$ cat src/rtl/ldtw_pkg.sv
// ----------------------------------------------------------------------------
// ldtw_pkg
// Shared types and constants for the two-wire LED driver refresh engine.
// ----------------------------------------------------------------------------
`default_nettype none

package ldtw_pkg;

  localparam int DISPLAY_BYTES = 16;
  localparam int MEM_AW        = 4;
  localparam int BYTE_CW       = 5;
  localparam int PC_W          = 4;

  localparam logic [1:0] CMD_LOAD    = 2'd0;
  localparam logic [1:0] CMD_REFRESH = 2'd1;
  localparam logic [1:0] CMD_TICK    = 2'd2;

  localparam logic [7:0] BYTE_AUTO_INC = 8'h40;
  localparam logic [7:0] BYTE_ADDR     = 8'hC0;
  localparam logic [7:0] BYTE_DISP_ON  = 8'h8F;

  localparam logic [1:0] TRANS_CMD  = 2'd0;
  localparam logic [1:0] TRANS_DATA = 2'd1;
  localparam logic [1:0] TRANS_LAST = 2'd2;

  typedef struct packed {
    logic [1:0] cmd;
    logic [3:0] byte_index;
    logic [7:0] byte_value;
  } req_t;

  typedef struct packed {
    logic clock_pin;
    logic data_pin;
    logic busy_res;
    logic frame_done;
  } rsp_t;

  // one microcode word
  typedef struct packed {
    logic            clk_we;
    logic            clk_val;
    logic            dat_we;
    logic            dat_val;
    logic            dat_sr;     // data from shift register LSB, then shift
    logic            sr_first;   // load first byte of a transaction
    logic            bit_end;    // end of bit: loop on bits / bytes
    logic            trans_end;  // end of stop: loop on transactions
    logic [PC_W-1:0] target;
  } ctrl_t;

  typedef struct packed {
    logic last_bit;
    logic more_bytes;
    logic last_trans;
  } stat_t;

endpackage

`default_nettype wire

$ cat src/rtl/ldtw_dp.sv
// ----------------------------------------------------------------------------
// ldtw_dp
// Datapath: display memory, counters, shift register and pin levels.
// ----------------------------------------------------------------------------
`default_nettype none

module ldtw_dp (
  input  logic                    clk,
  input  logic                    rst,
  input  logic                    step,
  input  ldtw_pkg::ctrl_t         ctrl,
  input  logic                    wr_en,
  input  logic [ldtw_pkg::MEM_AW-1:0] wr_idx,
  input  logic [7:0]              wr_val,
  output ldtw_pkg::stat_t         stat,
  output logic                    clock_level,
  output logic                    data_level
);
  import ldtw_pkg::*;

  logic [7:0]         mem [DISPLAY_BYTES];
  logic [1:0]         trans;
  logic [BYTE_CW-1:0] byte_cnt;
  logic [2:0]         bit_cnt;
  logic [7:0]         sr;

  logic [BYTE_CW-1:0] byte_inc;
  logic [BYTE_CW-1:0] n_bytes;
  logic [BYTE_CW-1:0] sel_cnt;
  logic [BYTE_CW-1:0] sel_m1;
  logic [7:0]         cur_byte;

  always_comb begin
    byte_inc = byte_cnt + BYTE_CW'(1);
    n_bytes  = (trans == TRANS_DATA) ? BYTE_CW'(DISPLAY_BYTES + 1) : BYTE_CW'(1);
    stat.last_bit   = (bit_cnt == 3'd7);
    stat.more_bytes = (byte_inc < n_bytes);
    stat.last_trans = (trans == TRANS_LAST);
    sel_cnt = ctrl.sr_first ? '0 : byte_inc;
    sel_m1  = sel_cnt - BYTE_CW'(1);
    case (trans)
      TRANS_CMD:  cur_byte = BYTE_AUTO_INC;
      TRANS_LAST: cur_byte = BYTE_DISP_ON;
      default: begin
        if (sel_cnt == '0) begin
          cur_byte = BYTE_ADDR;
        end else begin
          cur_byte = mem[sel_m1[MEM_AW-1:0]];
        end
      end
    endcase
  end

  always_ff @(posedge clk) begin
    if (rst) begin
      for (int i = 0; i < DISPLAY_BYTES; i++) begin
        mem[i] <= '0;
      end
      trans       <= '0;
      byte_cnt    <= '0;
      bit_cnt     <= '0;
      sr          <= '0;
      clock_level <= 1'b1;
      data_level  <= 1'b1;
    end else begin
      if (wr_en && ({1'b0, wr_idx} < (MEM_AW+1)'(DISPLAY_BYTES))) begin
        mem[wr_idx] <= wr_val;
      end
      if (step) begin
        if (ctrl.clk_we) begin
          clock_level <= ctrl.clk_val;
        end
        if (ctrl.dat_we) begin
          data_level <= ctrl.dat_sr ? sr[0] : ctrl.dat_val;
        end
        if (ctrl.dat_sr) begin
          sr <= {1'b0, sr[7:1]};
        end
        if (ctrl.sr_first) begin
          sr       <= cur_byte;
          byte_cnt <= '0;
          bit_cnt  <= '0;
        end
        if (ctrl.bit_end) begin
          if (stat.last_bit) begin
            bit_cnt  <= '0;
            byte_cnt <= byte_inc;
            if (stat.more_bytes) begin
              sr <= cur_byte;
            end
          end else begin
            bit_cnt <= bit_cnt + 3'd1;
          end
        end
        if (ctrl.trans_end) begin
          trans <= stat.last_trans ? 2'd0 : trans + 2'd1;
        end
      end
    end
  end

endmodule

`default_nettype wire

$ cat src/rtl/ldtw_seq.sv
// ----------------------------------------------------------------------------
// ldtw_seq
// Microcode sequencer: step counter, control ROM, refresh request flag.
// ----------------------------------------------------------------------------
`default_nettype none

module ldtw_seq (
  input  logic            clk,
  input  logic            rst,
  input  logic            acc,
  input  logic [1:0]      cmd,
  input  ldtw_pkg::stat_t stat,
  output ldtw_pkg::ctrl_t ctrl,
  output logic            step,
  output logic            busy,
  output logic            done
);
  import ldtw_pkg::*;

  // program labels
  localparam logic [PC_W-1:0] PC_START   = 4'd0;
  localparam logic [PC_W-1:0] PC_S_DATA  = 4'd1;
  localparam logic [PC_W-1:0] PC_S_WAIT  = 4'd2;
  localparam logic [PC_W-1:0] PC_S_CLK   = 4'd3;
  localparam logic [PC_W-1:0] PC_BIT     = 4'd4;
  localparam logic [PC_W-1:0] PC_B_CLKH  = 4'd5;
  localparam logic [PC_W-1:0] PC_B_WAIT  = 4'd6;
  localparam logic [PC_W-1:0] PC_B_CLKL  = 4'd7;
  localparam logic [PC_W-1:0] PC_B_END   = 4'd8;
  localparam logic [PC_W-1:0] PC_P_CLKL  = 4'd9;
  localparam logic [PC_W-1:0] PC_P_DATA  = 4'd10;
  localparam logic [PC_W-1:0] PC_P_WAIT0 = 4'd11;
  localparam logic [PC_W-1:0] PC_P_CLKH  = 4'd12;
  localparam logic [PC_W-1:0] PC_P_WAIT1 = 4'd13;
  localparam logic [PC_W-1:0] PC_P_END   = 4'd14;

  logic            pending;
  logic [PC_W-1:0] pc;
  logic [PC_W-1:0] pc_eff;
  logic            tick;
  logic            jump;
  logic            finish;

  assign tick   = acc && (cmd == CMD_TICK);
  assign step   = tick && (busy || pending);
  assign pc_eff = busy ? pc : PC_START;

  always_comb begin
    ctrl = '0;
    case (pc_eff)
      PC_START:   begin ctrl.clk_we = 1'b1; ctrl.clk_val = 1'b1; end
      PC_S_DATA:  begin ctrl.dat_we = 1'b1; ctrl.dat_val = 1'b0; end
      PC_S_WAIT:  begin end
      PC_S_CLK:   begin ctrl.clk_we = 1'b1; ctrl.sr_first = 1'b1; end
      PC_BIT:     begin ctrl.dat_we = 1'b1; ctrl.dat_sr = 1'b1; end
      PC_B_CLKH:  begin ctrl.clk_we = 1'b1; ctrl.clk_val = 1'b1; end
      PC_B_WAIT:  begin end
      PC_B_CLKL:  begin ctrl.clk_we = 1'b1; end
      PC_B_END:   begin ctrl.bit_end = 1'b1; ctrl.target = PC_BIT; end
      PC_P_CLKL:  begin ctrl.clk_we = 1'b1; end
      PC_P_DATA:  begin ctrl.dat_we = 1'b1; end
      PC_P_WAIT0: begin end
      PC_P_CLKH:  begin ctrl.clk_we = 1'b1; ctrl.clk_val = 1'b1; end
      PC_P_WAIT1: begin end
      PC_P_END: begin
        ctrl.dat_we    = 1'b1;
        ctrl.dat_val   = 1'b1;
        ctrl.trans_end = 1'b1;
        ctrl.target    = PC_START;
      end
      default: ctrl = '0;
    endcase
  end

  assign jump   = (ctrl.bit_end && (!stat.last_bit || stat.more_bytes)) ||
                  (ctrl.trans_end && !stat.last_trans);
  assign finish = ctrl.trans_end && stat.last_trans;

  always_ff @(posedge clk) begin
    if (rst) begin
      pending <= 1'b0;
      pc      <= PC_START;
      busy    <= 1'b0;
      done    <= 1'b0;
    end else begin
      if (acc) begin
        done <= step && finish;
      end
      if (acc && (cmd == CMD_REFRESH)) begin
        pending <= 1'b1;
      end
      if (step) begin
        if (!busy) begin
          pending <= 1'b0;
        end
        if (finish) begin
          busy <= 1'b0;
          pc   <= PC_START;
        end else begin
          busy <= 1'b1;
          pc   <= jump ? ctrl.target : pc_eff + PC_W'(1);
        end
      end
    end
  end

endmodule

`default_nettype wire

$ cat src/rtl/led_driver_two_wire_refresh.sv
// ----------------------------------------------------------------------------
// led_driver_two_wire_refresh
// Two-wire LED driver refresh engine driven by a microcoded sequencer.
// ----------------------------------------------------------------------------
// Every item is handled when it is accepted; its result beat is registered and
// shows the cycle after acceptance. One item per cycle while results drain.
// A full frame takes 790 tick items (50 + 690 + 50 waveform steps).
// Reset: display memory cleared, pins high, idle, no refresh pending.
`default_nettype none

module led_driver_two_wire_refresh (
  input  logic           clk,
  input  logic           rst,
  input  logic           req_valid,
  output logic           req_stall,
  input  ldtw_pkg::req_t req,
  output logic           rsp_valid,
  input  logic           rsp_stall,
  output ldtw_pkg::rsp_t rsp
);
  import ldtw_pkg::*;

  logic  acc;
  logic  step;
  logic  busy;
  logic  done;
  logic  clock_level;
  logic  data_level;
  ctrl_t ctrl;
  stat_t stat;

  assign req_stall = rsp_valid && rsp_stall;
  assign acc       = req_valid && !req_stall;

  ldtw_seq u_seq (
    .clk  (clk),
    .rst  (rst),
    .acc  (acc),
    .cmd  (req.cmd),
    .stat (stat),
    .ctrl (ctrl),
    .step (step),
    .busy (busy),
    .done (done)
  );

  ldtw_dp u_dp (
    .clk         (clk),
    .rst         (rst),
    .step        (step),
    .ctrl        (ctrl),
    .wr_en       (acc && (req.cmd == CMD_LOAD)),
    .wr_idx      (req.byte_index),
    .wr_val      (req.byte_value),
    .stat        (stat),
    .clock_level (clock_level),
    .data_level  (data_level)
  );

  always_ff @(posedge clk) begin
    if (rst) begin
      rsp_valid <= 1'b0;
    end else if (acc) begin
      rsp_valid <= 1'b1;
    end else if (!rsp_stall) begin
      rsp_valid <= 1'b0;
    end
  end

  // state only moves on an accepted item, so it holds while stalled
  assign rsp.clock_pin  = clock_level;
  assign rsp.data_pin   = data_level;
  assign rsp.busy_res   = busy;
  assign rsp.frame_done = done;

endmodule

`default_nettype wire

$ cat config.mk
export PLATFORM = sky130hd
export DESIGN_NAME = led_driver_two_wire_refresh
export DESIGN_NICKNAME = d
export VERILOG_FILES = /design/src/rtl/ldtw_pkg.sv /design/src/rtl/ldtw_dp.sv /design/src/rtl/ldtw_seq.sv /design/src/rtl/led_driver_two_wire_refresh.sv
export SDC_FILE = /design/constraint.sdc
export NUM_CORES = 1
export LEC_CHECK = 0
export ABC_AREA = 1
export ABC_CLOCK_PERIOD_IN_PS = 6950
export CORE_MARGIN = 2
export CORE_UTILIZATION = 60
export DETAILED_ROUTE_END_ITERATION = 10
export DONT_BUFFER_PORTS = 1
export PLACE_DENSITY = 0.76
export SYNTH_ARGS = -nofsm -noshare
export SYNTH_HDL_FRONTEND = slang
export SYNTH_SLANG_ARGS = --single-unit
$ cat constraint.sdc
create_clock -name clk -period 6.95 [get_ports clk]
set_clock_uncertainty 0.1 [all_clocks]
set_input_delay 0.3475 -clock clk [delete_from_list [all_inputs] [get_ports clk]]
set_output_delay 0.3475 -clock clk [all_outputs]
set_load 0.01 [all_outputs]
After elaboration in Yosys (flattened, before gate mapping)
Memory sizes are Yosys's and may differ from the RTL's.
Cells that the tools add are included.
{ "classes": {"reduce_logical": 29, "n_mux": 42, "magnitude_cmp": 1, "addsub": 5, "eq_ne": 16} }
{ "op_table": {"columns": ["op", "n"], "rows": [
  ["2-to-1 mux 8 bit", 7],
  ["2-to-1 mux 5 bit", 5],
  ["== test 4 bit, second input constant", 5],
  ["2-to-1 mux 1 bit", 20],
  ["2-to-1 mux 4 bit", 4],
  ["case mux 8 bit (2 select lines)", 1],
  ["== test 4 x 3 -> 1 bit, second input constant", 3],
  ["2-to-1 mux 3 bit", 4],
  ["logical AND 1 bit", 10],
  ["AND reduction 2 bit", 4],
  ["OR reduction 8 bit", 1],
  ["OR reduction 6 bit", 1],
  ["adder 5 x 1 -> 5 bit, second input constant", 1],
  ["zero test 5 bit", 1],
  ["less-than comparator 5 bit", 1],
  ["adder 4 x 1 -> 4 bit, second input constant", 1],
  ["== test 2 x 1 -> 1 bit, second input constant", 2],
  ["== test 2 bit, second input constant", 2],
  ["== test 4 x 1 -> 1 bit, second input constant", 1],
  ["== test 4 x 2 -> 1 bit, second input constant", 1],
  ["zero test 2 bit", 2],
  ["zero test 4 bit", 1],
  ["OR reduction 4 bit", 1],
  ["subtractor 4 x 1 -> 4 bit, second input constant", 1],
  ["other kinds (9)", 13]
]} }
{ "word_totals": {"regBits": 28, "in_bits": 18, "mem_bits_rw": 128, "mem_count": 1} }
{ "memory_table": {"columns": ["memory", "words", "word_bits", "read_ports", "rd_ports_with_merged_regs", "write_ports", "line", "rtl"], "rows": [
  ["u_dp.mem", 16, 8, 1, 0, 16, "ldtw_dp.sv:21", "logic [7:0] mem [DISPLAY_BYTES];"]
]} }

Depth between registers and ports, before layout
Gate-level depths: netlist of run 1.
An unclocked memory read counts as a cell.
{ "depth": {"ltp_word": 12, "depth_mapped": 18, "ltp_nobuf": 15} }

Modules after synthesis
From an unflattened synthesis of run 1, not the netlist that was laid out.
{ "hier_totals": {"cells_unflattened": 934, "hier_area_um2": 7805.0} }
{ "modules_own_cells": {"columns": ["mod", "seq_area_each_um2", "area_each_um2", "cells_each", "n_inst"], "rows": [
  ["ldtw_dp", 4244.1, 7141.8, 834, 1],
  ["ldtw_seq", 140.1, 563.0, 85, 1],
  ["led_driver_two_wire_refresh", 20.0, 100.1, 15, 1]
]} }

Least setup slack after synthesis of run 1
Ideal clock, no wire load.
{ "synth_timing": {"path_kind": "register to register", "startpoint": "register u_seq.busy", "endpoint": "register u_dp.sr[1]", "setup_slack_ns": 4.007, "synth_period_minus_slack_ns": 2.943, "path_stages_with_launch": 19, "n_path_buf": 4, "t_arrival_ns": 2.711, "required_ns": 6.718, "path_cell_list": "dfxtp_1 > nand2_1 > inv_1 > ha_1 > nand3_4 > nand2_2 > buf_4 > buf_4 > ha_1 > clkbuf_1 > inv_2 > clkbuf_1 > nand3_1 > nand3_1 > nand3_1 > nand3_1 > nand2_1 > nand2_1 > a21oi_1"} }
{ "synth_via": {"elab_chain_len": 12, "elab_cells_between_ends": 20, "classes_between": "1 x add/sub; 3 x eq/ne; 12 x mux; 3 x reduce/logical; 1 x memory"} }
{ "synth_rtl": {"columns": ["item", "line", "rtl"], "rows": [
  ["start: declaration", "ldtw_seq.sv:15", "output logic busy,"],
  ["start signal: assignment", "ldtw_seq.sv:83", "busy <= 1'b0;"],
  ["start signal: assignment", "ldtw_seq.sv:97", "busy <= 1'b0;"],
  ["start signal: assignment", "ldtw_seq.sv:100", "busy <= 1'b1;"],
  ["2-to-1 mux 4 bit", "ldtw_seq.sv:46", "assign pc_eff = busy ? pc : PC_START;"],
  ["== test 4 x 2 -> 1 bit", "ldtw_seq.sv:50", "case (pc_eff)"],
  ["2-to-1 mux 1 bit", "ldtw_seq.sv:50", null],
  ["2-to-1 mux 5 bit", "ldtw_dp.sv:39", "sel_cnt = ctrl.sr_first ? '0 : byte_inc;"],
  ["subtractor 4 x 1 -> 4 bit", "ldtw_dp.sv:40", "sel_m1 = sel_cnt - BYTE_CW'(1);"],
  ["memory read (16 x 8 bit)", null, null],
  ["2-to-1 mux 8 bit", "ldtw_dp.sv:45", "if (sel_cnt == '0) begin"],
  ["case mux 8 bit (2 select lines)", "ldtw_dp.sv:41", "case (trans)"],
  ["2-to-1 mux 8 bit", "ldtw_dp.sv:79", "if (ctrl.sr_first) begin"],
  ["2-to-1 mux 8 bit", "ldtw_dp.sv:88", "if (stat.more_bytes) begin"],
  ["2-to-1 mux 8 bit", "ldtw_dp.sv:85", "if (stat.last_bit) begin"],
  ["2-to-1 mux 8 bit", "ldtw_dp.sv:84", "if (ctrl.bit_end) begin"],
  ["end signal: assignment", "ldtw_dp.sv:77", "sr <= {1'b0, sr[7:1]};"],
  ["end signal: assignment", "ldtw_dp.sv:80", "sr <= cur_byte;"],
  ["end signal: assignment", "ldtw_dp.sv:89", "sr <= cur_byte;"],
  ["end: declaration", "ldtw_dp.sv:25", "logic [7:0] sr;"]
]} }
Parallel ways exist; a longest one is shown, timed or not.
A chain may end at the register's enable or synchronous reset.

Worst setup path in the final report of run 1
{ "layout_timing": {"startpoint": "register u_seq.busy", "endpoint": "register u_dp.sr[4]"} }
Same word-level chain as after synthesis.

==> flow_metrics.py, run 1 <==
metrics = {
    "worst_setup_path": {
        "start_kind": "flip-flop",
        "crit_end_category": "flip-flop",
        "worst-setup-path-type": "flip-flop to flip-flop",
        "critical_path_arrival_ns": 4.58,
        "worst-path-max-fanout": 80,
        "reg2reg_depth": 16,
        "ff2ff_setup_slack_ns": 2.55,
        "crit-reg2reg-capture": "u_dp.sr[4]",
        "critPathRequiredTime_ns": 7.13,
        "critical_path.reg2reg.startpoint": "u_seq.busy",
    },
    "synth": {
        "synth_top_cell_by_area": "edfxtp_1",
        "syn_area_per_cell_um2": 8.86,
        "post_syn_instances": 859,
        "yosysTopAreaCellShare_pct": 50.5,
        "synth_ff_type": "edfxtp_1",
        "post_synth_net_total": 886,
        "synth.top_cells.by_area": "edfxtp_1 50%, nand3_1 10%, nand2_1 8.6%, nor2_1 7.5%, dfxtp_1 7.4%",
        "netlist_top_cells_count": "175 x nand2_1, 156 x nand3_1, 152 x nor2_1",
        "synth_area_um2": 7610,
        "synth.ff_latch_count": 156,
        "synth_enable_flop_cells": 128,
        "yosysWarnings": 0,
        "ys_seq_area_share_pct": 57.8,
        "yosys.cell_count.top_type": "nand2_1",
        "synthArstFlopShare_pct": 0,
        "ys_types": 34,
    },
    "pwr": {
        "totalPowerFinal_uw": 2040,
        "leakagePower_uw": 0.00331,
        "power.share.sequential_pct": 50.9,
        "ir_drop_v": 0.000353,
        "comb_power_share_pct": 3.0,
        "powerDensity_nw_per_um2": 247,
        "switchingPower_uw": 463,
        "share_clk_of_total_power_pct": 46.1,
        "power.share.switching_pct": 22.7,
        "internal_power_uw": 1580,
    },
    "status": {
        "outcome": "completed",
    },
    "sta": {
        "setup_viol": 0,
        "timing.max_slew.rel_slack_pct": 29.8,
        "rsz0062_at_grt": "false",
        "hold_violations": 0,
        "period_needed_ns": 4.40,
        "tightest_slew_ns": 1.05,
        "fmax_mhz": 227,
        "timing.final.max_slew_violations": 0,
        "fin_setup_tns_ns": 0,
        "post-route-period-util_pct": 63.3,
    },
    "global_route": {
        "grt_start_max_net_pins": 81,
        "antenna_violations_before_repair": 0,
        "wire_length_of_the_first_global_routing_pass_um": 29600,
        "grt_pass1_vias": 5694,
        "globalRoute.totalOverflow": 0,
        "global_route.usage.total_pct": 29.7,
    },
    "floorplan": {
        "start_util_pct": 60.8,
        "top_level_ports": 24,
        "floorplan.die_area_um2": 13600,
        "core_area_um2": 12500,
        "dieWidth_um": 117,
        "placement_rows": 41,
        "die_height_um": 117,
    },
    "min_path": {
        "whs_path_depth": 2,
        "min_to": "u_seq.pending",
        "hp-start": "req[12]",
        "min_path_type": "primary input to flip-flop",
    },
    "detailed_routing": {
        "detailedRoute.firstIterationViolations": 696,
        "via_count": 6163,
        "drc_errors": 0,
        "drt-pass1-iter-count": 6,
        "post_drt_via_cell_ratio": 6.02,
        "wl_per_cell_um": 18.4,
        "route.final.wire_length_um": 18900,
        "route.antenna.remaining_nets": 0,
    },
    "clocking": {
        "tritoncts": "yes",
        "postCtsResizedCells": 0,
        "number_of_levels_in_the_clock_h_tree": 4,
        "clock-root-buffer": "clkbuf_16",
        "cts_sinks": 156,
        "cts_max_path_buffers": 2,
        "number_of_clock_buffers_inserted_by_tritoncts": 17,
        "cts.reportedPaths.clkPinSlew_ns": 0.06,
        "worstSkewPairLatency_ns": 0.43,
        "postCtsHoldBufs": 1,
        "cts.repair_timing.setup_buffer_count": 0,
    },
    "place": {
        "postPlaceCellArea_um2": 7640,
        "port_buffers": 0,
        "placed_instances": 990,
        "gp_congestion": 0.974,
        "place_hpwl_um": 12200,
    },
    "final_layout": {
        "multi_input_area_um2": 2770,
        "finish.net_count": 865,
        "diodes": 0,
        "fin_area_um2": 8240,
        "layout.filler_cells": 1010,
        "finalNonFillerCells": 1023,
        "final_layout_size_suffix_gt1_share_pct": 7.29,
        "final-seq-area_um2": 4400,
        "area_growth_syn_to_layout_pct": 8.26,
    },
    "job": {
        "max-cap-violations": 0,
    },
}
-- logic make-up after synthesis --
group | share of synthesized area (%)
fa+ha+maj | 1.48
flops | 57.8
xor+xnor | 0.460
simple gates | 28.8
compound gates | 5.14
mux | 0.394
buf+inv | 5.85
-- worst max-delay path: stages, from the launching register on --
cell	delay [ns]
dfxtp_1	0.56
nand2_1	0.21
inv_1	0.13
ha_1	0.23
nand3_4	0.49
nand2_2	0.18
buf_4	0.61
ha_1	0.35
buf_4	0.25
inv_2	0.41
nand3_1	0.13
nand3_1	0.14
nand3_1	0.13
nand3_1	0.11
nand2_1	0.06
nand2_1	0.06
a21oi_1	0.05
-- metal layers --
metal	part of all wire, %	wire length [um]	track usage, %	vias up
li1	-	-	-	2847
met1	39	7270	38.1	2923
met2	49	9220	48.3	331
met3	8.9	1680	7.32	62
met4	3.7	695	13.0	0
met5	0	0	0	-
-- power groups by stage --
stage / combinational (uW) / clock [uW] / sequential (uW)
after floorplan: 40.6 / 0 / 1050
after global placement: 57.5 / 0 / 1060
after detailed placement: 58.7 / 0 / 1060
after CTS: 61.1 / 939 / 1040
after global routing: 67.3 / 983 / 1040
final: 62.1 / 940 / 1040
-- registers in the layout, summed over array words and instances, names as in the netlist --
register and count:
rsp_valid 1, u_dp.bit_cnt 3, u_dp.byte_cnt 5, u_dp.clock_level 1, u_dp.data_level 1, u_dp.mem 128, u_dp.sr 8, u_dp.trans 2
u_seq.busy 1, u_seq.done 1, u_seq.pc 4, u_seq.pending 1
-- worst max path at each step --
stage	startpoint	endpoint	slack [ns]
finish	u_seq.busy	u_dp.sr[4]	2.55
global route	u_seq.busy	u_dp.sr[7]	2.22
CTS	u_seq.busy	u_dp.sr[4]	2.64
detailed placement	u_seq.busy	u_dp.sr[4]	2.71
global placement	u_seq.busy	u_dp.sr[4]	2.91
floorplan	u_seq.busy	u_dp.sr[1]	4.01
-- cell usage in the layout, fill, tap and decap left out, types with 3 or more instances in the layout --
cell        Yosys  routed
nand2_1       175     175
nand3_1       156     156
nor2_1        152     152
edfxtp_1      128     128
inv_1          54      54
a21oi_1        35      35
dfxtp_1        28      28
clkbuf_16       0      17
o21ai_0        14      14
inv_2          11      11
o21ai_1         9       9
ha_1            9       9
nand2_2         8       8
o211ai_1        6       6
nor3_1          5       5
nor2_2          4       4
xor2_1          3       3
mux2i_1         3       3
clkinvlp_4      0       3
inv_8           0       3
-- metrics by stage --
step / hold slack [ns] / util (%) / setup slack [ns]
final: 0.00456 / 65.9 / 2.55
after global routing: 0.0369 / 65.9 / 2.22
after CTS: 0.000721 / 65.9 / 2.64
after detailed placement: 0.321 / 61.1 / 2.71
after global placement: 0.319 / 61.1 / 2.91
after floorplan: 0.337 / - / 4.01
-- final cells by class --
class,instances,share of cell area [%]
multi-input combinational,595,33.5
inverter,65,2.96
sequential,156,53.4
timing repair buffer,3,0.304
clock inverter,14,1.96
tap,172,2.61
clock buffer,18,5.21
No activity file was read; power rests on OpenSTA's default activity.
==> run 2, diff against run 1 <==
--- a/config.mk
+++ b/config.mk
@@ -5,8 +5,8 @@
 export SDC_FILE = /design/constraint.sdc
 export NUM_CORES = 1
 export LEC_CHECK = 0
-export ABC_AREA = 1
-export ABC_CLOCK_PERIOD_IN_PS = 6950
+export ABC_AREA = 0
+export ABC_CLOCK_PERIOD_IN_PS = 4500
 export CORE_MARGIN = 2
 export CORE_UTILIZATION = 60
 export DETAILED_ROUTE_END_ITERATION = 10
==> constraint.sdc (replaced) <==
create_clock -name clk -period 4.5 [get_ports clk]
set_clock_uncertainty 0.1 [all_clocks]
set_input_delay 0.225 -clock clk [delete_from_list [all_inputs] [get_ports clk]]
set_output_delay 0.225 -clock clk [all_outputs]
set_load 0.01 [all_outputs]
==> flow_metrics.py, run 2 <==
metrics = {
    "status": {
        "outcome": "completed",
    },
    "min_path": {
        "min_path_type": "primary input to flip-flop",
        "min_to": "u_dp.sr[5]",
        "hp-start": "req[12]",
        "whs_path_depth": 3,
    },
    "pwr": {
        "internal_power_uw": 2620,
        "totalPowerFinal_uw": 3280,
        "power.share.sequential_pct": 48.7,
        "powerDensity_nw_per_um2": 372,
        "comb_power_share_pct": 3.3,
        "power.share.switching_pct": 20.4,
        "share_clk_of_total_power_pct": 48.0,
        "leakagePower_uw": 0.00329,
        "switchingPower_uw": 669,
        "ir_drop_v": 0.000415,
    },
    "worst_setup_path": {
        "path_cells": "buf_4, nand2_1, inv_1, ha_1, nand2_1, nand2_1, ha_1, buf_4, mux4_2, mux4_2, nor4_2, a2111oi_2",
        "crit_end_category": "flip-flop",
        "ff2ff_setup_slack_ns": 0.83,
        "worst-setup-path-type": "flip-flop to flip-flop",
        "reg2reg_depth": 12,
        "timing.critical_path.slowest_cell_delay_ns": 0.49,
        "critical_path_arrival_ns": 3.83,
        "critical_path.slowest_cell": "mux4_2",
        "crit-reg2reg-capture": "u_dp.sr[6]",
        "worst-path-max-fanout": 32,
        "start_kind": "flip-flop",
        "critPathRequiredTime_ns": 4.66,
        "library_cell_appearing_most_often_on_the_critical_path": "nand2_1",
        "critical_path.reg2reg.startpoint": "u_seq.busy",
    },
    "floorplan": {
        "placement_rows": 41,
        "die_height_um": 119,
        "floorplan.die_area_um2": 14100,
        "start_util_pct": 62.2,
        "core_area_um2": 12700,
        "dieWidth_um": 119,
        "top_level_ports": 24,
    },
    "synth": {
        "yosys.cell_count.top_type": "and2_1",
        "synth.top_cells.by_area": "edfxtp_1 49%, and2_1 10%, mux4_2 8.0%, dfxtp_1 7.1%, mux4_1 2.0%",
        "synth-compound-area-share_pct": 8.97,
        "netlist_top_cells_count": "129 x and2_1, 128 x edfxtp_1, 42 x nor2_1",
        "ys_types": 67,
        "synth_ff_type": "edfxtp_1",
        "synth_top_family_by_area": "simple AND/OR/NAND/NOR gates",
        "synth_xor_area_share_pct": 0.649,
        "synth_top_cell_by_area": "edfxtp_1",
        "post_synth_net_total": 657,
        "ys_seq_area_share_pct": 55.7,
        "yosysWarnings": 0,
        "syn_area_per_cell_um2": 12.6,
        "synth.ff_latch_count": 156,
        "yosysTopAreaCellShare_pct": 48.6,
        "synth_enable_flop_cells": 128,
        "synthArstFlopShare_pct": 0,
        "synth-adder-area-share_pct": 1.42,
        "synth_simple_gate_area_share_pct": 18.2,
        "muxShareOfSynthArea_pct": 11.9,
        "post_syn_instances": 630,
        "synth_area_um2": 7910,
    },
    "sta": {
        "fin_setup_tns_ns": 0,
        "period_needed_ns": 3.67,
        "timing.final.max_slew_violations": 0,
        "fmax_mhz": 273,
        "setup_viol": 0,
        "post-route-period-util_pct": 81.5,
        "tightest_slew_ns": 1.28,
        "timing.max_slew.rel_slack_pct": 13.7,
        "hold_violations": 0,
        "rsz0062_at_grt": "false",
    },
    "final_layout": {
        "layout.filler_cells": 901,
        "final_layout_size_suffix_gt1_share_pct": 14.1,
        "finalCoreUtilization_pct": 69.4,
        "layout_common_cells": "129 x and2_1, 128 x edfxtp_1, 42 x nor2_1",
        "layout.cells.most_common": "and2_1",
        "largest_register_ffs": 128,
        "regMostFlops": "u_dp.mem",
        "diodes": 0,
        "reg.largest.list": "u_dp.mem: 128 flops, u_dp.sr: 8 flops, u_dp.byte_cnt: 5 flops",
        "finish.net_count": 667,
        "area_growth_syn_to_layout_pct": 11.6,
    },
    "clocking": {
        "cts.reportedPaths.clkPinSlew_ns": 0.07,
        "worstSkewPairLatency_ns": 0.43,
        "number_of_clock_buffers_inserted_by_tritoncts": 17,
        "number_of_levels_in_the_clock_h_tree": 4,
        "tritoncts": "yes",
        "cts_max_path_buffers": 2,
        "clock-root-buffer": "clkbuf_16",
        "postCtsResizedCells": 0,
        "cts_sinks": 156,
    },
    "detailed_routing": {
        "wl_per_cell_um": 22.8,
        "via_count": 5234,
        "drt-pass1-iter-count": 5,
        "detailedRoute.firstIterationViolations": 731,
        "drc_errors": 0,
        "post_drt_via_cell_ratio": 6.34,
        "route.antenna.remaining_nets": 0,
        "route.final.wire_length_um": 18800,
    },
    "place": {
        "place_hpwl_um": 12000,
        "port_buffers": 0,
        "gp_congestion": 0.883,
    },
    "job": {
        "max-cap-violations": 0,
    },
    "global_route": {
        "globalRoute.totalOverflow": 0,
        "grt_pass1_vias": 5197,
        "wire_length_of_the_first_global_routing_pass_um": 29300,
        "antenna_violations_before_repair": 0,
        "grt_start_max_net_pins": 33,
        "global_route.usage.total_pct": 28.0,
    },
}
[run 2: cell families (layout without fill, tap and decap cells)]
group | after synthesis | count (layout)
flops | 156 | 156
fa+ha+maj | 9 | 9
compound gates | 100 | 100
buf+inv | 51 | 74
simple gates | 260 | 260
mux | 49 | 49
xor+xnor | 5 | 5
[run 2: how the worst max path moves through the flow]
stage,start,end,slack (ns),cells past startpoint
finish,u_seq.busy,u_dp.sr[6],0.83,12
detailed placement,u_seq.busy,u_dp.sr[6],0.89,12
floorplan,u_seq.busy,u_dp.sr[4],0.51,18
global route,u_seq.busy,u_dp.sr[6],0.57,12
global placement,u_seq.busy,u_dp.sr[6],1.03,12
CTS,u_seq.busy,u_dp.sr[6],0.86,12
[run 2: area by class of cell]
| cell class | instances | area (um^2) | area share (%) |
|---|---|---|---|
| sequential | 156 | 4400 | 49.9 |
| multi-input combinational | 423 | 3250 | 36.8 |
| clock buffer | 19 | 433 | 4.91 |
| timing repair buffer | 31 | 268 | 3.03 |
| tap | 172 | 215 | 2.44 |
| clock inverter | 13 | 213 | 2.41 |
| inverter | 11 | 41.3 | 0.468 |
[run 2: critical path, delay by kind of cell (launching register included)]
family / cells / cell delay (ns)
and+or+nand+nor: 4 / 0.83
AOI/OAI and AO/OA: 1 / 0.08
adders and majority gates: 2 / 0.62
muxes: 2 / 0.86
buffers and inverters: 3 / 0.71
DFF: 1 / 0.30
[run 2: metrics by stage]
stage | setup slack, ns | cell area [um^2] | cells | hold WS [ns]
after global placement | 1.03 | 8040 | 779 | 0.199
after floorplan | 0.512 | 7910 | 630 | 0.222
final | 0.832 | 8830 | 825 | 0.0692
after CTS | 0.856 | 8830 | 825 | 0.0500
after detailed placement | 0.895 | 8040 | 779 | 0.202
after global routing | 0.566 | 8830 | 825 | 0.0894
[run 2: layer usage]
layer | routed length, um | vias up | GRT usage [%]
met5 | 0 | - | 0
met1 | 7560 | 2602 | 36.8
met3 | 1420 | 36 | 7.09
met4 | 438 | 0 | 10.5
li1 | - | 2348 | -
met2 | 9410 | 248 | 45.4
[run 2: repair_timing]
action                    CTS  global route
hold endpoints to repair  150             0
buffers inserted            0             0
hold buffers               14             0
[run 2: power by group through the flow]
| stage | combinational (uW) | clock, uW | sequential, uW |
|---|---|---|---|
| floorplan | 58.1 | 0 | 1620 |
| global placement | 72.7 | 0 | 1630 |
| global route | 113 | 1650 | 1600 |
| CTS | 106 | 1600 | 1600 |
| finish | 107 | 1580 | 1600 |
| detailed placement | 75.5 | 0 | 1630 |
==> run 3, diff against run 2 <==
--- a/config.mk
+++ b/config.mk
@@ -5,8 +5,8 @@
 export SDC_FILE = /design/constraint.sdc
 export NUM_CORES = 1
 export LEC_CHECK = 0
-export ABC_AREA = 0
-export ABC_CLOCK_PERIOD_IN_PS = 4500
+export ABC_AREA = 1
+export ABC_CLOCK_PERIOD_IN_PS = 3700
 export CORE_MARGIN = 2
 export CORE_UTILIZATION = 60
 export DETAILED_ROUTE_END_ITERATION = 10
==> constraint.sdc (replaced) <==
create_clock -name clk -period 3.7 [get_ports clk]
set_clock_uncertainty 0.1 [all_clocks]
set_input_delay 0.185 -clock clk [delete_from_list [all_inputs] [get_ports clk]]
set_output_delay 0.185 -clock clk [all_outputs]
set_load 0.01 [all_outputs]
==> flow_metrics.py, run 3 (synthesis results as in run 1) <==
metrics = {
    "sta": {
        "setup_viol": 0,
        "hold_violations": 0,
        "whs_ns": 0.0403,
        "fmax_mhz": 319,
        "post-route-period-util_pct": 84.8,
        "rsz0062_at_grt": "false",
        "tightest_slew_ns": 0.944,
        "period_needed_ns": 3.14,
        "timing.max_slew.rel_slack_pct": 37.0,
        "final.setup.worst_slack_ns": 0.563,
        "timing.final.max_slew_violations": 0,
        "fin_setup_tns_ns": 0,
    },
    "final_layout": {
        "final_layout_size_suffix_gt1_share_pct": 7.02,
        "area_growth_syn_to_layout_pct": 8.79,
        "finalNonFillerCells": 1027,
        "diodes": 0,
        "layout_common_cells": "175 x nand2_1, 156 x nand3_1, 152 x nor2_1",
        "layout.cells.most_common": "nand2_1",
        "largest_register_ffs": 128,
        "fin_area_um2": 8280,
        "finish.net_count": 871,
        "regMostFlops": "u_dp.mem",
        "reg.largest.list": "u_dp.mem: 128 flops, u_dp.sr: 8 flops, u_dp.byte_cnt: 5 flops",
    },
    "floorplan": {
        "placement_rows": 41,
        "floorplan.die_area_um2": 13600,
        "dieWidth_um": 117,
        "start_util_pct": 60.8,
        "core_area_um2": 12500,
        "top_level_ports": 24,
        "die_height_um": 117,
    },
    "job": {
        "max-cap-violations": 0,
    },
    "worst_setup_path": {
        "worst-setup-path-type": "flip-flop to flip-flop",
        "worst-path-max-fanout": 79,
        "ff2ff_setup_slack_ns": 0.56,
        "cp.buffers_inverters": 2,
        "crit_end_category": "flip-flop",
        "timing.critical_path.slowest_cell_delay_ns": 0.59,
        "critPathRequiredTime_ns": 3.95,
        "critical_path_arrival_ns": 3.39,
        "critical_path.slowest_cell": "buf_4",
        "critical_path.top_delay_family": "simple AND/OR/NAND/NOR gates",
        "start_kind": "flip-flop",
        "path_cells": "nand2_1, inv_1, ha_1, nand3_4, nand2_2, buf_4, nand2_1, nand3_1, nand3_1, nand3_1, nand3_1, nand2_1, nand2_1, a21oi_1",
    },
    "global_route": {
        "global_route.usage.total_pct": 29.2,
        "globalRoute.totalOverflow": 0,
        "wire_length_of_the_first_global_routing_pass_um": 29300,
        "grt.met1_usage_pct": 36.1,
        "grt_most_used_layer": "met2",
        "grt_start_max_net_pins": 80,
        "antenna_violations_before_repair": 0,
        "grt_pass1_vias": 5827,
        "grt_util_met2_pct": 48.9,
        "grtUsageMet3_pct": 7.42,
    },
    "place": {
        "postPlaceCellArea_um2": 7670,
        "port_buffers": 0,
        "dpl_worst_slack_ns": 0.652,
        "place_hpwl_um": 12100,
        "placed_instances": 993,
        "gp_congestion": 0.877,
    },
    "pwr": {
        "leakagePower_uw": 0.00333,
        "ir_drop_v": 0.000405,
        "powerDensity_nw_per_um2": 458,
    },
    "clocking": {
        "tritoncts": "yes",
        "cts.repair_timing.setup_buffer_count": 0,
        "postCtsResizedCells": 0,
        "worstSkewPairLatency_ns": 0.43,
        "clock-root-buffer": "clkbuf_16",
        "cts_max_path_buffers": 2,
        "cts.reportedPaths.clkPinSlew_ns": 0.06,
        "number_of_levels_in_the_clock_h_tree": 4,
        "cts_sinks": 156,
        "number_of_clock_buffers_inserted_by_tritoncts": 17,
    },
    "detailed_routing": {
        "via_count": 6051,
        "post_drt_via_cell_ratio": 5.89,
        "detailedRoute.firstIterationViolations": 708,
        "route.antenna.remaining_nets": 0,
        "drc_errors": 0,
        "drt-pass1-iter-count": 8,
        "route.final.wire_length_um": 18500,
        "wl_per_cell_um": 18.0,
    },
    "min_path": {
        "min_path_type": "primary input to flip-flop",
    },
    "status": {
        "outcome": "completed",
    },
}
==> run 3: cell types whose count changed in the layout (fill, tap and decap cells not counted), moves of 13 or more <==
cell     previous run  this run
nand3_1             7       156
nand2_1            37       175
and2_1            129         0
nor2_1             42       152
inv_1              11        54
mux4_2             28         0
a21oi_1            18        35
o21ai_0            27        14
==> run 3: per-layer routing <==
| layer | up-vias | share of wire, % |
|---|---|---|
| li1 | 2853 | - |
| met1 | 2863 | 39 |
| met2 | 287 | 50 |
| met3 | 48 | 7.5 |
| met4 | 0 | 3.2 |
| met5 | - | 0 |
==> run 3: final cells by class <==
cell class | count | area, um^2
clock inverter | 11 | 145
timing repair buffer | 9 | 77.6
sequential | 156 | 4400
tap | 172 | 215
fill | 1040 | 4230
clock buffer | 19 | 433
multi-input combinational | 595 | 2770
inverter | 65 | 244
==> run 3: where the power goes <==
part           switching [uW]  total, uW  leakage, uW  internal [uW]
sequential               14.7       1950      0.00160           1930
clock                     678       1730     0.000279           1050
combinational            94.3        116      0.00145           21.4
==> run 3: worst register-to-register path: stages (launching register included) <==
cell and delay [ns]:
dfxtp_1 0.52, nand2_1 0.20, inv_1 0.12, ha_1 0.22, nand3_4 0.24, nand2_2 0.15, buf_4 0.59, nand2_1 0.18
nand3_1 0.12, nand3_1 0.15, nand3_1 0.15, nand3_1 0.08, nand2_1 0.08, nand2_1 0.05, a21oi_1 0.11
==> run 3: path summary, 6_finish.rpt <==
path | from | to | cells past startpoint
worst max-delay path | u_seq.busy | u_dp.sr[0] | 14
worst min-delay path | req_valid | u_seq.done | 3
worst max register to register | u_seq.busy | u_dp.sr[0] | 14
worst min register to register | u_seq.pc[1] | u_seq.pc[1] | 2
==> run 3: timing repair <==
action | 4_1_cts | 5_1_grt
endpoints found under the setup margin | 0 | 0
hold buffers | 4 | 0
endpoints found under the hold margin | 22 | 0
==> run 3: stage by stage <==
stage	power, uW	util [%]
after floorplan	2050	-
after global placement	2090	61.2
after detailed placement	2090	61.2
after CTS	3800	66.2
after global routing	3900	66.2
final	3790	66.2
